## src/sv/wat_pkg.sv

```systemverilog
// ----------------------------------------------------------------------------
// wat_pkg
// Shared types, codes and tables of the wakeup appointment table.
// ----------------------------------------------------------------------------
package wat_pkg;

  // Request commands
  localparam logic [1:0] OP_SET     = 2'd0;
  localparam logic [1:0] OP_CLEAR   = 2'd1;
  localparam logic [1:0] OP_LIST    = 2'd2;
  localparam logic [1:0] OP_UNKNOWN = 2'd3;

  // Response status
  localparam logic [1:0] ST_OK      = 2'd0;
  localparam logic [1:0] ST_MISS    = 2'd1;
  localparam logic [1:0] ST_INVALID = 2'd2;

  // Response operation type
  localparam logic [2:0] OPT_SET_REL = 3'd0;
  localparam logic [2:0] OPT_SET_ABS = 3'd1;
  localparam logic [2:0] OPT_CLR_REL = 3'd2;
  localparam logic [2:0] OPT_CLR_ABS = 3'd3;
  localparam logic [2:0] OPT_NONE    = 3'd4;

  // Register indexes (APB word address)
  localparam logic [1:0] REG_OWN_PART = 2'd0;
  localparam logic [1:0] REG_MIN_YEAR = 2'd1;
  localparam logic [1:0] REG_MAX_YEAR = 2'd2;

  // Maximum number of items one list request answers with
  localparam int unsigned OUT_CAP   = 16;
  localparam int unsigned OUT_CAP_W = $clog2(OUT_CAP);

  // Divisibility by 25 over 16 bits: y * inverse(25) mod 2^16 <= 65535 / 25
  localparam logic [15:0] INV25     = 16'd23593;
  localparam logic [15:0] DIV25_LIM = 16'd2621;

  typedef struct packed {
    logic [7:0]  own_partition;
    logic [15:0] min_year;
    logic [15:0] max_year;
  } cfg_t;

  typedef struct packed {
    logic [15:0] year;
    logic [7:0]  month;
    logic [7:0]  day;
    logic [7:0]  hour;
    logic [7:0]  minute;
    logic [7:0]  second;
  } date_t;

  typedef struct packed {
    logic [1:0]  op;
    logic [7:0]  partition;
    logic [7:0]  clock_type;
    logic [31:0] app_id;
    logic [31:0] relative_seconds;
    date_t       date;
  } req_t;

  typedef struct packed {
    logic [1:0]  status;
    logic [2:0]  op_type;
    logic        list_empty;
    logic        entry_clock;
    logic [31:0] entry_app_id;
    logic [55:0] when;
    logic        last;
  } res_t;

  // One memory word: key id and packed appointment time
  typedef struct packed {
    logic [31:0] app_id;
    logic [55:0] when;
  } slot_t;

  function automatic logic [4:0] month_days(input logic [3:0] month, input logic leap);
    logic [4:0] days;
    unique case (month)
      4'd2:                      days = leap ? 5'd29 : 5'd28;
      4'd4, 4'd6, 4'd9, 4'd11:   days = 5'd30;
      default:                   days = 5'd31;
    endcase
    return days;
  endfunction

endpackage

```

## src/sv/wat_mem.sv

```systemverilog
// ----------------------------------------------------------------------------
// wat_mem
// Slot memory: one write port, one read port, registered read data.
// ----------------------------------------------------------------------------
module wat_mem #(
  parameter int unsigned ENTRIES = 16,
  parameter int unsigned AW      = 4
) (
  input  logic            clk_i,
  input  logic            re_i,
  input  logic [AW-1:0]   raddr_i,
  input  logic            we_i,
  input  logic [AW-1:0]   waddr_i,
  input  wat_pkg::slot_t  wdata_i,
  output wat_pkg::slot_t  rdata_o
);
  import wat_pkg::*;

  slot_t mem_q [ENTRIES];
  slot_t rdata_q;

  always_ff @(posedge clk_i) begin
    if (we_i) begin
      mem_q[waddr_i] <= wdata_i;
    end
    if (re_i) begin
      rdata_q <= mem_q[raddr_i];
    end
  end

  assign rdata_o = rdata_q;

endmodule

```

## src/sv/wat_date_chk.sv

```systemverilog
// ----------------------------------------------------------------------------
// wat_date_chk
// Absolute date check: year bounds, Gregorian month length, time of day.
// ----------------------------------------------------------------------------
module wat_date_chk (
  input  wat_pkg::date_t date_i,
  input  wat_pkg::cfg_t  cfg_i,
  output logic           ok_o
);
  import wat_pkg::*;

  logic [15:0] prod;
  logic        div25;
  logic        leap;
  logic [4:0]  lim;

  // Year is a multiple of 25 exactly when its product with the inverse of 25
  // stays in the low slice of the 16-bit range.
  assign prod  = date_i.year * INV25;
  assign div25 = (prod <= DIV25_LIM);
  assign leap  = ((date_i.year[1:0] == 2'd0) && !div25) ||
                 ((date_i.year[3:0] == 4'd0) && div25);
  assign lim   = month_days(date_i.month[3:0], leap);

  assign ok_o = (date_i.year >= cfg_i.min_year) && (date_i.year <= cfg_i.max_year) &&
                (date_i.month >= 8'd1) && (date_i.month <= 8'd12) &&
                (date_i.day >= 8'd1) && (date_i.day <= {3'b000, lim}) &&
                (date_i.hour <= 8'd23) && (date_i.minute <= 8'd59) &&
                (date_i.second <= 8'd59);

endmodule

```

## src/sv/wat_seq.sv

```systemverilog
// ----------------------------------------------------------------------------
// wat_seq
// Request sequencer: scans the slot memory, updates valid and clock flags,
// writes slots back and drives the result register.
// ----------------------------------------------------------------------------
module wat_seq #(
  parameter int unsigned ENTRIES = 16,
  parameter int unsigned AW      = 4
) (
  input  logic            clk_i,
  input  logic            rst_ni,
  input  wat_pkg::cfg_t   cfg_i,
  input  logic            in_valid_i,
  output logic            in_ready_o,
  input  wat_pkg::req_t   in_req_i,
  output logic            out_valid_o,
  input  logic            out_ready_i,
  output wat_pkg::res_t   out_res_o,
  output wat_pkg::date_t  date_o,
  input  logic            date_ok_i,
  output logic            mem_re_o,
  output logic [AW-1:0]   mem_raddr_o,
  output logic            mem_we_o,
  output logic [AW-1:0]   mem_waddr_o,
  output wat_pkg::slot_t  mem_wdata_o,
  input  wat_pkg::slot_t  mem_rdata_i
);
  import wat_pkg::*;

  localparam int unsigned CW = $clog2(ENTRIES + 1);

  typedef enum logic [5:0] {
    S_IDLE   = 6'b000001,
    S_CHECK  = 6'b000010,
    S_SCAN   = 6'b000100,
    S_DECIDE = 6'b001000,
    S_FETCH  = 6'b010000,
    S_EMIT   = 6'b100000
  } state_e;

  state_e               state_q, state_d;
  req_t                 req_q, req_d;
  logic [ENTRIES-1:0]   valid_q, valid_d;
  logic [ENTRIES-1:0]   clock_q, clock_d;
  logic [CW-1:0]        cnt_q, cnt_d;
  logic                 rd_vld_q, rd_vld_d;
  logic [AW-1:0]        rd_idx_q, rd_idx_d;
  logic                 hit_q, hit_d;
  logic [AW-1:0]        hit_idx_q, hit_idx_d;
  logic                 free_q, free_d;
  logic [AW-1:0]        free_idx_q, free_idx_d;
  logic [OUT_CAP_W-1:0] emit_q, emit_d;
  logic                 out_vld_q, out_vld_d;
  res_t                 out_q, out_d;

  logic [AW-1:0]        idx;
  logic                 scan_end;
  logic                 clk_bit;
  logic                 clk_ok;
  logic                 req_ok;
  logic [2:0]           opt;
  logic                 out_free;
  logic [ENTRIES-1:0]   match_vec;
  logic                 later_match;
  logic                 key_hit;
  logic                 item_last;
  logic [AW-1:0]        slot_idx;
  logic [55:0]          when_new;

  function automatic res_t mk_resp(input logic [1:0] st, input logic [2:0] op_type,
                                   input logic [31:0] id);
    res_t r;
    r.status       = st;
    r.op_type      = op_type;
    r.list_empty   = 1'b0;
    r.entry_clock  = 1'b0;
    r.entry_app_id = (st != ST_OK) ? id : 32'd0;
    r.when         = 56'd0;
    r.last         = 1'b1;
    return r;
  endfunction

  assign idx      = cnt_q[AW-1:0];
  assign scan_end = (cnt_q == CW'(ENTRIES));
  assign clk_bit  = req_q.clock_type[0];
  assign clk_ok   = (req_q.clock_type[7:1] == 7'd0);
  assign req_ok   = (req_q.partition == cfg_i.own_partition) && clk_ok;
  assign out_free = !out_vld_q || out_ready_i;
  assign slot_idx = hit_q ? hit_idx_q : free_idx_q;
  assign when_new = clk_bit ? req_q.date : {req_q.relative_seconds, 24'd0};
  assign key_hit  = rd_vld_q && valid_q[rd_idx_q] && (clock_q[rd_idx_q] == clk_bit) &&
                    (mem_rdata_i.app_id == req_q.app_id);
  assign item_last = (emit_q == OUT_CAP_W'(OUT_CAP - 1)) || !later_match;

  always_comb begin
    opt = OPT_NONE;
    if (clk_ok) begin
      if (req_q.op == OP_SET) begin
        opt = clk_bit ? OPT_SET_ABS : OPT_SET_REL;
      end else if (req_q.op == OP_CLEAR) begin
        opt = clk_bit ? OPT_CLR_ABS : OPT_CLR_REL;
      end
    end
  end

  always_comb begin
    for (int j = 0; j < ENTRIES; j++) begin
      match_vec[j] = valid_q[j] && (clock_q[j] == clk_bit);
    end
  end

  // Any listed entry left above the current slot
  always_comb begin
    later_match = 1'b0;
    for (int j = 0; j < ENTRIES; j++) begin
      if (match_vec[j] && (AW'(j) > idx)) begin
        later_match = 1'b1;
      end
    end
  end

  always_comb begin
    state_d     = state_q;
    req_d       = req_q;
    valid_d     = valid_q;
    clock_d     = clock_q;
    cnt_d       = cnt_q;
    rd_vld_d    = 1'b0;
    rd_idx_d    = rd_idx_q;
    hit_d       = hit_q;
    hit_idx_d   = hit_idx_q;
    free_d      = free_q;
    free_idx_d  = free_idx_q;
    emit_d      = emit_q;
    out_vld_d   = out_vld_q && !out_ready_i;
    out_d       = out_q;
    mem_re_o    = 1'b0;
    mem_we_o    = 1'b0;

    unique case (state_q)
      S_IDLE: begin
        if (in_valid_i) begin
          req_d   = in_req_i;
          state_d = S_CHECK;
        end
      end

      S_CHECK: begin
        cnt_d  = '0;
        hit_d  = 1'b0;
        free_d = 1'b0;
        emit_d = '0;
        if (req_q.op == OP_LIST) begin
          if (req_ok) begin
            state_d = S_FETCH;
          end else if (out_free) begin
            out_vld_d = 1'b1;
            out_d     = mk_resp(ST_INVALID, OPT_NONE, 32'd0);
            out_d.entry_app_id = 32'd0;
            state_d   = S_IDLE;
          end
        end else if (req_ok && ((req_q.op == OP_CLEAR) ||
                     ((req_q.op == OP_SET) && (!clk_bit || date_ok_i)))) begin
          state_d = S_SCAN;
        end else if (out_free) begin
          out_vld_d = 1'b1;
          out_d     = mk_resp(ST_INVALID, opt, req_q.app_id);
          state_d   = S_IDLE;
        end
      end

      S_SCAN: begin
        if (!scan_end) begin
          mem_re_o = 1'b1;
          rd_vld_d = 1'b1;
          rd_idx_d = idx;
          cnt_d    = cnt_q + CW'(1);
          if (!valid_q[idx] && !free_q) begin
            free_d     = 1'b1;
            free_idx_d = idx;
          end
        end
        if (key_hit && !hit_q) begin
          hit_d     = 1'b1;
          hit_idx_d = rd_idx_q;
        end
        if (scan_end && !rd_vld_q) begin
          state_d = S_DECIDE;
        end
      end

      S_DECIDE: begin
        if (out_free) begin
          out_vld_d = 1'b1;
          state_d   = S_IDLE;
          if (req_q.op == OP_CLEAR) begin
            if (hit_q) begin
              valid_d[hit_idx_q] = 1'b0;
              out_d = mk_resp(ST_OK, opt, req_q.app_id);
            end else begin
              out_d = mk_resp(ST_MISS, opt, req_q.app_id);
            end
          end else if (hit_q || free_q) begin
            mem_we_o          = 1'b1;
            valid_d[slot_idx] = 1'b1;
            clock_d[slot_idx] = clk_bit;
            out_d = mk_resp(ST_OK, opt, req_q.app_id);
          end else begin
            out_d = mk_resp(ST_MISS, opt, req_q.app_id);
          end
        end
      end

      S_FETCH: begin
        if (scan_end) begin
          // No entry of this clock type: one empty item
          if (out_free) begin
            out_vld_d         = 1'b1;
            out_d             = mk_resp(ST_OK, OPT_NONE, 32'd0);
            out_d.list_empty  = 1'b1;
            out_d.entry_clock = clk_bit;
            state_d           = S_IDLE;
          end
        end else if (match_vec[idx]) begin
          mem_re_o = 1'b1;
          state_d  = S_EMIT;
        end else begin
          cnt_d = cnt_q + CW'(1);
        end
      end

      S_EMIT: begin
        // Read data stays in the memory output register until the next read
        if (out_free) begin
          out_vld_d          = 1'b1;
          out_d.status       = ST_OK;
          out_d.op_type      = OPT_NONE;
          out_d.list_empty   = 1'b0;
          out_d.entry_clock  = clk_bit;
          out_d.entry_app_id = mem_rdata_i.app_id;
          out_d.when         = mem_rdata_i.when;
          out_d.last         = item_last;
          emit_d             = emit_q + OUT_CAP_W'(1);
          cnt_d              = cnt_q + CW'(1);
          state_d            = item_last ? S_IDLE : S_FETCH;
        end
      end

      default: begin
        state_d = S_IDLE;
      end
    endcase
  end

  always_ff @(posedge clk_i or negedge rst_ni) begin
    if (!rst_ni) begin
      state_q   <= S_IDLE;
      valid_q   <= '0;
      clock_q   <= '0;
      cnt_q     <= '0;
      rd_vld_q  <= 1'b0;
      hit_q     <= 1'b0;
      free_q    <= 1'b0;
      emit_q    <= '0;
      out_vld_q <= 1'b0;
    end else begin
      state_q   <= state_d;
      valid_q   <= valid_d;
      clock_q   <= clock_d;
      cnt_q     <= cnt_d;
      rd_vld_q  <= rd_vld_d;
      hit_q     <= hit_d;
      free_q    <= free_d;
      emit_q    <= emit_d;
      out_vld_q <= out_vld_d;
    end
  end

  always_ff @(posedge clk_i) begin
    req_q      <= req_d;
    rd_idx_q   <= rd_idx_d;
    hit_idx_q  <= hit_idx_d;
    free_idx_q <= free_idx_d;
    out_q      <= out_d;
  end

  assign in_ready_o         = (state_q == S_IDLE);
  assign out_valid_o        = out_vld_q;
  assign out_res_o          = out_q;
  assign date_o             = req_q.date;
  assign mem_raddr_o        = idx;
  assign mem_waddr_o        = slot_idx;
  assign mem_wdata_o.app_id = req_q.app_id;
  assign mem_wdata_o.when   = when_new;

endmodule

```

## src/sv/wakeup_appointment_table_top.sv

```systemverilog
// ----------------------------------------------------------------------------
// wakeup_appointment_table_top
// Wakeup appointment table with APB register port and stream request and
// result channels.
// ----------------------------------------------------------------------------
// Channel   Direction  Payload
// s_axis    in         request: tuser = op, tdata = partition .. second
// m_axis    out        result: tuser = status/op_type/list_empty, tdata = entry
// apb       in/out     own_partition, min_year, max_year
//
// Set and clear run from one request transfer to the next through accept,
// check, one memory read per slot, a compare and a settle step after the
// last read, then the write back. A list walks the slots in order and reads
// and emits each listed entry before the next request is taken.
// Reset empties the table at once through the per-slot valid flags.
// A stalled result holds in the output register and the sequencer waits.
// ----------------------------------------------------------------------------
module wakeup_appointment_table_top #(
  parameter int unsigned ENTRIES = 16
) (
  input  logic         clk_i,
  input  logic         rst_ni,
  // APB configuration
  input  logic         psel,
  input  logic         penable,
  input  logic         pwrite,
  input  logic [3:0]   paddr,
  input  logic [31:0]  pwdata,
  output logic [31:0]  prdata,
  output logic         pready,
  // Requests
  input  logic         s_axis_tvalid_i,
  output logic         s_axis_tready_o,
  // partition[7:0], clock_type[15:8], app_id[47:16], relative_seconds[79:48],
  // year[95:80], month[103:96], day[111:104], hour[119:112], minute[127:120],
  // second[135:128]
  input  logic [135:0] s_axis_tdata_i,
  // op[1:0]
  input  logic [1:0]   s_axis_tuser_i,
  // Results
  output logic         m_axis_tvalid_o,
  input  logic         m_axis_tready_i,
  // entry_clock[0], entry_app_id[32:1], when[88:33], zero[95:89]
  output logic [95:0]  m_axis_tdata_o,
  // status[1:0], op_type[4:2], list_empty[5]
  output logic [5:0]   m_axis_tuser_o,
  output logic         m_axis_tlast_o
);
  import wat_pkg::*;

  localparam int unsigned AW = (ENTRIES > 1) ? $clog2(ENTRIES) : 1;

  logic [7:0]  own_partition_q;
  logic [15:0] min_year_q;
  logic [15:0] max_year_q;
  cfg_t        cfg;
  req_t        req;
  res_t        res;
  date_t       date;
  logic        date_ok;
  logic        mem_re;
  logic        mem_we;
  logic [AW-1:0] mem_raddr;
  logic [AW-1:0] mem_waddr;
  slot_t       mem_wdata;
  slot_t       mem_rdata;
  logic        cfg_wr;

  // Configuration registers
  assign pready = 1'b1;
  assign cfg_wr = psel && penable && pwrite && pready;

  always_ff @(posedge clk_i or negedge rst_ni) begin
    if (!rst_ni) begin
      own_partition_q <= 8'd1;
      min_year_q      <= 16'd1970;
      max_year_q      <= 16'd2105;
    end else if (cfg_wr) begin
      unique case (paddr[3:2])
        REG_OWN_PART: own_partition_q <= pwdata[7:0];
        REG_MIN_YEAR: min_year_q      <= pwdata[15:0];
        REG_MAX_YEAR: max_year_q      <= pwdata[15:0];
        default: begin
        end
      endcase
    end
  end

  always_comb begin
    unique case (paddr[3:2])
      REG_OWN_PART: prdata = {24'd0, own_partition_q};
      REG_MIN_YEAR: prdata = {16'd0, min_year_q};
      REG_MAX_YEAR: prdata = {16'd0, max_year_q};
      default:      prdata = 32'd0;
    endcase
  end

  assign cfg.own_partition = own_partition_q;
  assign cfg.min_year      = min_year_q;
  assign cfg.max_year      = max_year_q;

  // Unpack request
  assign req.op               = s_axis_tuser_i;
  assign req.partition        = s_axis_tdata_i[7:0];
  assign req.clock_type       = s_axis_tdata_i[15:8];
  assign req.app_id           = s_axis_tdata_i[47:16];
  assign req.relative_seconds = s_axis_tdata_i[79:48];
  assign req.date.year        = s_axis_tdata_i[95:80];
  assign req.date.month       = s_axis_tdata_i[103:96];
  assign req.date.day         = s_axis_tdata_i[111:104];
  assign req.date.hour        = s_axis_tdata_i[119:112];
  assign req.date.minute      = s_axis_tdata_i[127:120];
  assign req.date.second      = s_axis_tdata_i[135:128];

  wat_seq #(
    .ENTRIES (ENTRIES),
    .AW      (AW)
  ) u_seq (
    .clk_i       (clk_i),
    .rst_ni      (rst_ni),
    .cfg_i       (cfg),
    .in_valid_i  (s_axis_tvalid_i),
    .in_ready_o  (s_axis_tready_o),
    .in_req_i    (req),
    .out_valid_o (m_axis_tvalid_o),
    .out_ready_i (m_axis_tready_i),
    .out_res_o   (res),
    .date_o      (date),
    .date_ok_i   (date_ok),
    .mem_re_o    (mem_re),
    .mem_raddr_o (mem_raddr),
    .mem_we_o    (mem_we),
    .mem_waddr_o (mem_waddr),
    .mem_wdata_o (mem_wdata),
    .mem_rdata_i (mem_rdata)
  );

  wat_date_chk u_date_chk (
    .date_i (date),
    .cfg_i  (cfg),
    .ok_o   (date_ok)
  );

  wat_mem #(
    .ENTRIES (ENTRIES),
    .AW      (AW)
  ) u_mem (
    .clk_i   (clk_i),
    .re_i    (mem_re),
    .raddr_i (mem_raddr),
    .we_i    (mem_we),
    .waddr_i (mem_waddr),
    .wdata_i (mem_wdata),
    .rdata_o (mem_rdata)
  );

  // Pack result
  assign m_axis_tdata_o = {7'd0, res.when, res.entry_app_id, res.entry_clock};
  assign m_axis_tuser_o = {res.list_empty, res.op_type, res.status};
  assign m_axis_tlast_o = res.last;

`ifndef NO_ASSERTIONS
  // A request transfer starts work: no second request in the next cycle
  a_one_req: assert property (@(posedge clk_i) disable iff (!rst_ni)
    (s_axis_tvalid_i && s_axis_tready_o) |=> !s_axis_tready_o)
    else $error("request accepted while previous one in progress");

  // Write back never overlaps a scan read
  a_mem_excl: assert property (@(posedge clk_i) disable iff (!rst_ni)
    !(mem_we && mem_re))
    else $error("slot memory read and write in the same cycle");

  // A list still running blocks new requests
  a_list_busy: assert property (@(posedge clk_i) disable iff (!rst_ni)
    (m_axis_tvalid_o && !m_axis_tlast_o) |-> !s_axis_tready_o)
    else $error("request accepted during a list");
`endif

endmodule

```

## config.mk

```make
export PLATFORM = sky130hd
export DESIGN_NAME = wakeup_appointment_table_top
export DESIGN_NICKNAME = d
export VERILOG_FILES = /design/src/sv/wat_pkg.sv /design/src/sv/wat_mem.sv /design/src/sv/wat_date_chk.sv /design/src/sv/wat_seq.sv /design/src/sv/wakeup_appointment_table_top.sv
export SDC_FILE = /design/constraint.sdc
export NUM_CORES = 2
export LEC_CHECK = 0
export ABC_CLOCK_PERIOD_IN_PS = 22300
export CAP_MARGIN = 20
export CELL_PAD_IN_SITES_DETAIL_PLACEMENT = 1
export CELL_PAD_IN_SITES_GLOBAL_PLACEMENT = 1
export CORE_AREA = 2 2 354 356
export CTS_BUF_LIST = sky130_fd_sc_hd__clkbuf_8
export DETAILED_ROUTE_END_ITERATION = 7
export DIE_AREA = 0 0 356 358
export DONT_BUFFER_PORTS = 1
export PLACE_DENSITY_LB_ADDON = 0.12
export SLEW_MARGIN = 20
export SYNTH_ARGS = -nofsm -noshare
export SYNTH_HDL_FRONTEND = slang
export SYNTH_HIERARCHICAL = 1
export SYNTH_SLANG_ARGS = --single-unit
```

## constraint.sdc

```tcl
create_clock -name clk_i -period 22.3 [get_ports clk_i]
set_clock_uncertainty 0.15 [all_clocks]
set_input_delay 1.115 -clock clk_i [delete_from_list [all_inputs] [get_ports clk_i]]
set_output_delay 1.115 -clock clk_i [all_outputs]
set_load 0.01 [all_outputs]
```

==> results by group <==
Final layout
  – Area of the multi-input gates: 0.0171 mm2
  – FF+latch area: 0.0546 mm2
  – Most common cell after layout, fill and taps aside: edfxtp_1
  – Commonest cells after routing, fill and taps aside: edfxtp_1, mux4_2, clkbuf_8, a22oi_1, inv_1
  – Fraction of layout cells with a size suffix above 1: 22.3%
  – Final net count: 4241
  – Synthesis-to-layout area growth: 10.5%
  – # fillers: 10100

Power
  – Internal power: 0.00603 W
  – Power share of the clock group: 31.7%
  – Sequential share of power: 51.1%
  – P_sw: 0.00224 W
  – Gate power share: 17.2%
  – Peak supply drop: 0.0000981 V
  – LEAKAGE: 26.8 nW
  – Power per Cell Area: 102 mW/mm2
  – Switch share: 27.1%

Worst setup path
  – Startpoint Class: flop
  – Endpoint class of the critical path: flop
  – CP dominant cell by count: ha_1
  – CP Data Required Time: 22750 ps
  – Max stage delay on crit path: 870 ps
  – Max stage delay cell, worst path: a2111oi_2
  – Max FO, Critical Path: 58
  – Critical path class: flop to flop
  – Worst EP arrival: 9230 ps

Die
  – Site row count: 129
  – Core box area: 0.123 mm2
  – Initial core utilization: 59.6%
  – Die area: 0.127 mm2
  – Die height: 358 um
  – Die width: 356 um
  – IO Count: 319

STA
  – Rel. slew slack: 22.2%
  – Max-slew violations: 0
  – Fin crit period: 8780 ps
  – Hold Violations, Final: 0
  – Final setup vio count: 0
  – Setup TNS: 0 ps
  – FMAX: 114 MHz
  – Worst-Margin Slew: 1170 ps
  – Final worst-path cycle share: 39.4%
  – Unrepaired setup endpoints after global routing: no
  – Final Worst Setup Slack: 13520 ps

Global route
  – Initial antenna violation count: 5
  – Largest net degree at the start of global routing: 153
  – GRT overflow: 0
  – First-pass GRT wire length: 279000 um
  – GRT Util Overall: 30.5%
  – Vias in the first global route: 41000

Synth
  – Post-Syn Instances: 3680
  – Syn Std Cell Area: 0.0735 mm2
  – Total of warnings raised by yosys: 6
  – Post-Syn Area per Cell: 20.0 um2

Detailed routing
  – Vias after detailed routing: 37800
  – # DRC: 0
  – Total length of routed wires: 191000 um
  – Vias per cell: 6.53
  – DRT iter0 DRCs: 3817
  – DR pass1 iterations: 5
  – Post-route ant nets: 0
  – Routed len/inst: 33.0 um

Flow run
  – Max-cap viol count: 0

Run status
  – Status: completed

Clock tree
  – Post-CTS setup buffers: 0
  – Clock root cell: clkbuf_8
  – Maximum root-to-sink buffer count: 4
  – CTS clk-pin slew, worst paths: 60 ps
  – Worst-Skew Late Latency: 1030 ps
  – CTS tree: yes
  – TritonCTS Buffers: 305
  – Clock sinks: 1833
  – H-tree levels: 5

Placed design
  – DP Worst Slack: 13580 ps
  – GP Congestion: 0.834
  – Final HPWL DP: 101000 um
  – IO Port Bufs: 0

Hold path
  – Hold Path Class: input pin to flop
[layout make-up]
type / count / area share [%]
sequential: 1833 / 67.2
multi-input combinational: 1505 / 21.1
clock buffer: 314 / 5.32
tap: 1637 / 2.52
timing repair buffer: 202 / 2.34
clock inverter: 194 / 1.05
inverter: 93 / 0.430
antenna: 3 / 0.00924
[power groups by stage]
stage / combinational (W) / clock [W] / sequential (W)
floorplan: 0.00121 / 0 / 0.00419
global placement: 0.00133 / 0 / 0.00428
detailed placement: 0.00141 / 0 / 0.00429
CTS: 0.00144 / 0.00266 / 0.00422
global route: 0.00157 / 0.00280 / 0.00424
finish: 0.00142 / 0.00262 / 0.00422
[per-layer routing]
layer / vias to the layer above / track usage (%) / wire length [um]
li1: 15300 / - / -
met5: - / 0 / 18
met4: 2 / 10.8 / 5780
met1: 20200 / 41.7 / 75200
met2: 1819 / 50.9 / 96300
met3: 420 / 4.36 / 13300
[state kept, by name (all words and copies together) (netlist names), 16 cells and up]
register	count
u_seq/req_q	49
min_year_q	16
u_seq/mem_wdata_o	32
u_seq/clock_q	16
max_year_q	16
u_seq/out_res_o	96
u_mem/mem_q	1408
u_seq/valid_q	16
u_mem/rdata_o	88
u_seq/date_o	56
[per-stage QoR]
step	instance area, um2	instances	util [%]	hold slack (ps)	total power [W]
after floorplan	73600	3702	-	301	0.00540
final	81200	5781	65.9	78.7	0.00827
after CTS	81200	5778	65.9	0.0280	0.00832
after detailed placement	74700	5134	60.5	343	0.00570
after global placement	74700	5134	60.5	350	0.00561
after global routing	81200	5780	65.9	47.9	0.00861
[critical path: cells and delay by family (launching register included)]
kind / cells / cell delay (ps)
adders and majority gates: 7 / 2570
DFF: 1 / 710
AOI/OAI and AO/OA: 6 / 2710
buffers and inverters: 3 / 430
xor gates and xnor gates: 4 / 710
and+or+nand+nor: 7 / 910
[path summary, 6_finish.rpt]
path,startpoint,to,slack (ps),cells after the start
setup / recovery,u_seq/date_o[42],u_seq/out_res_o[30],13520,27
hold / removal,s_axis_tdata_i[130],u_seq/date_o[2],80,0
setup reg to reg,u_seq/date_o[42],u_seq/out_res_o[30],13520,27
hold reg to reg,u_seq/rd_idx_q[3],u_seq/hit_idx_q[3],370,0
max in group asynchronous,rst_ni,u_seq/cnt_q[1],20950,2
min in group asynchronous,rst_ni,max_year_q[12],590,2
[repair_timing]
action	in CTS	in global routing
resized for setup	0	0
hold buffers	136	0
hold endpoints to repair	225	0
Note: power is estimated with default switching activity, not from simulation.
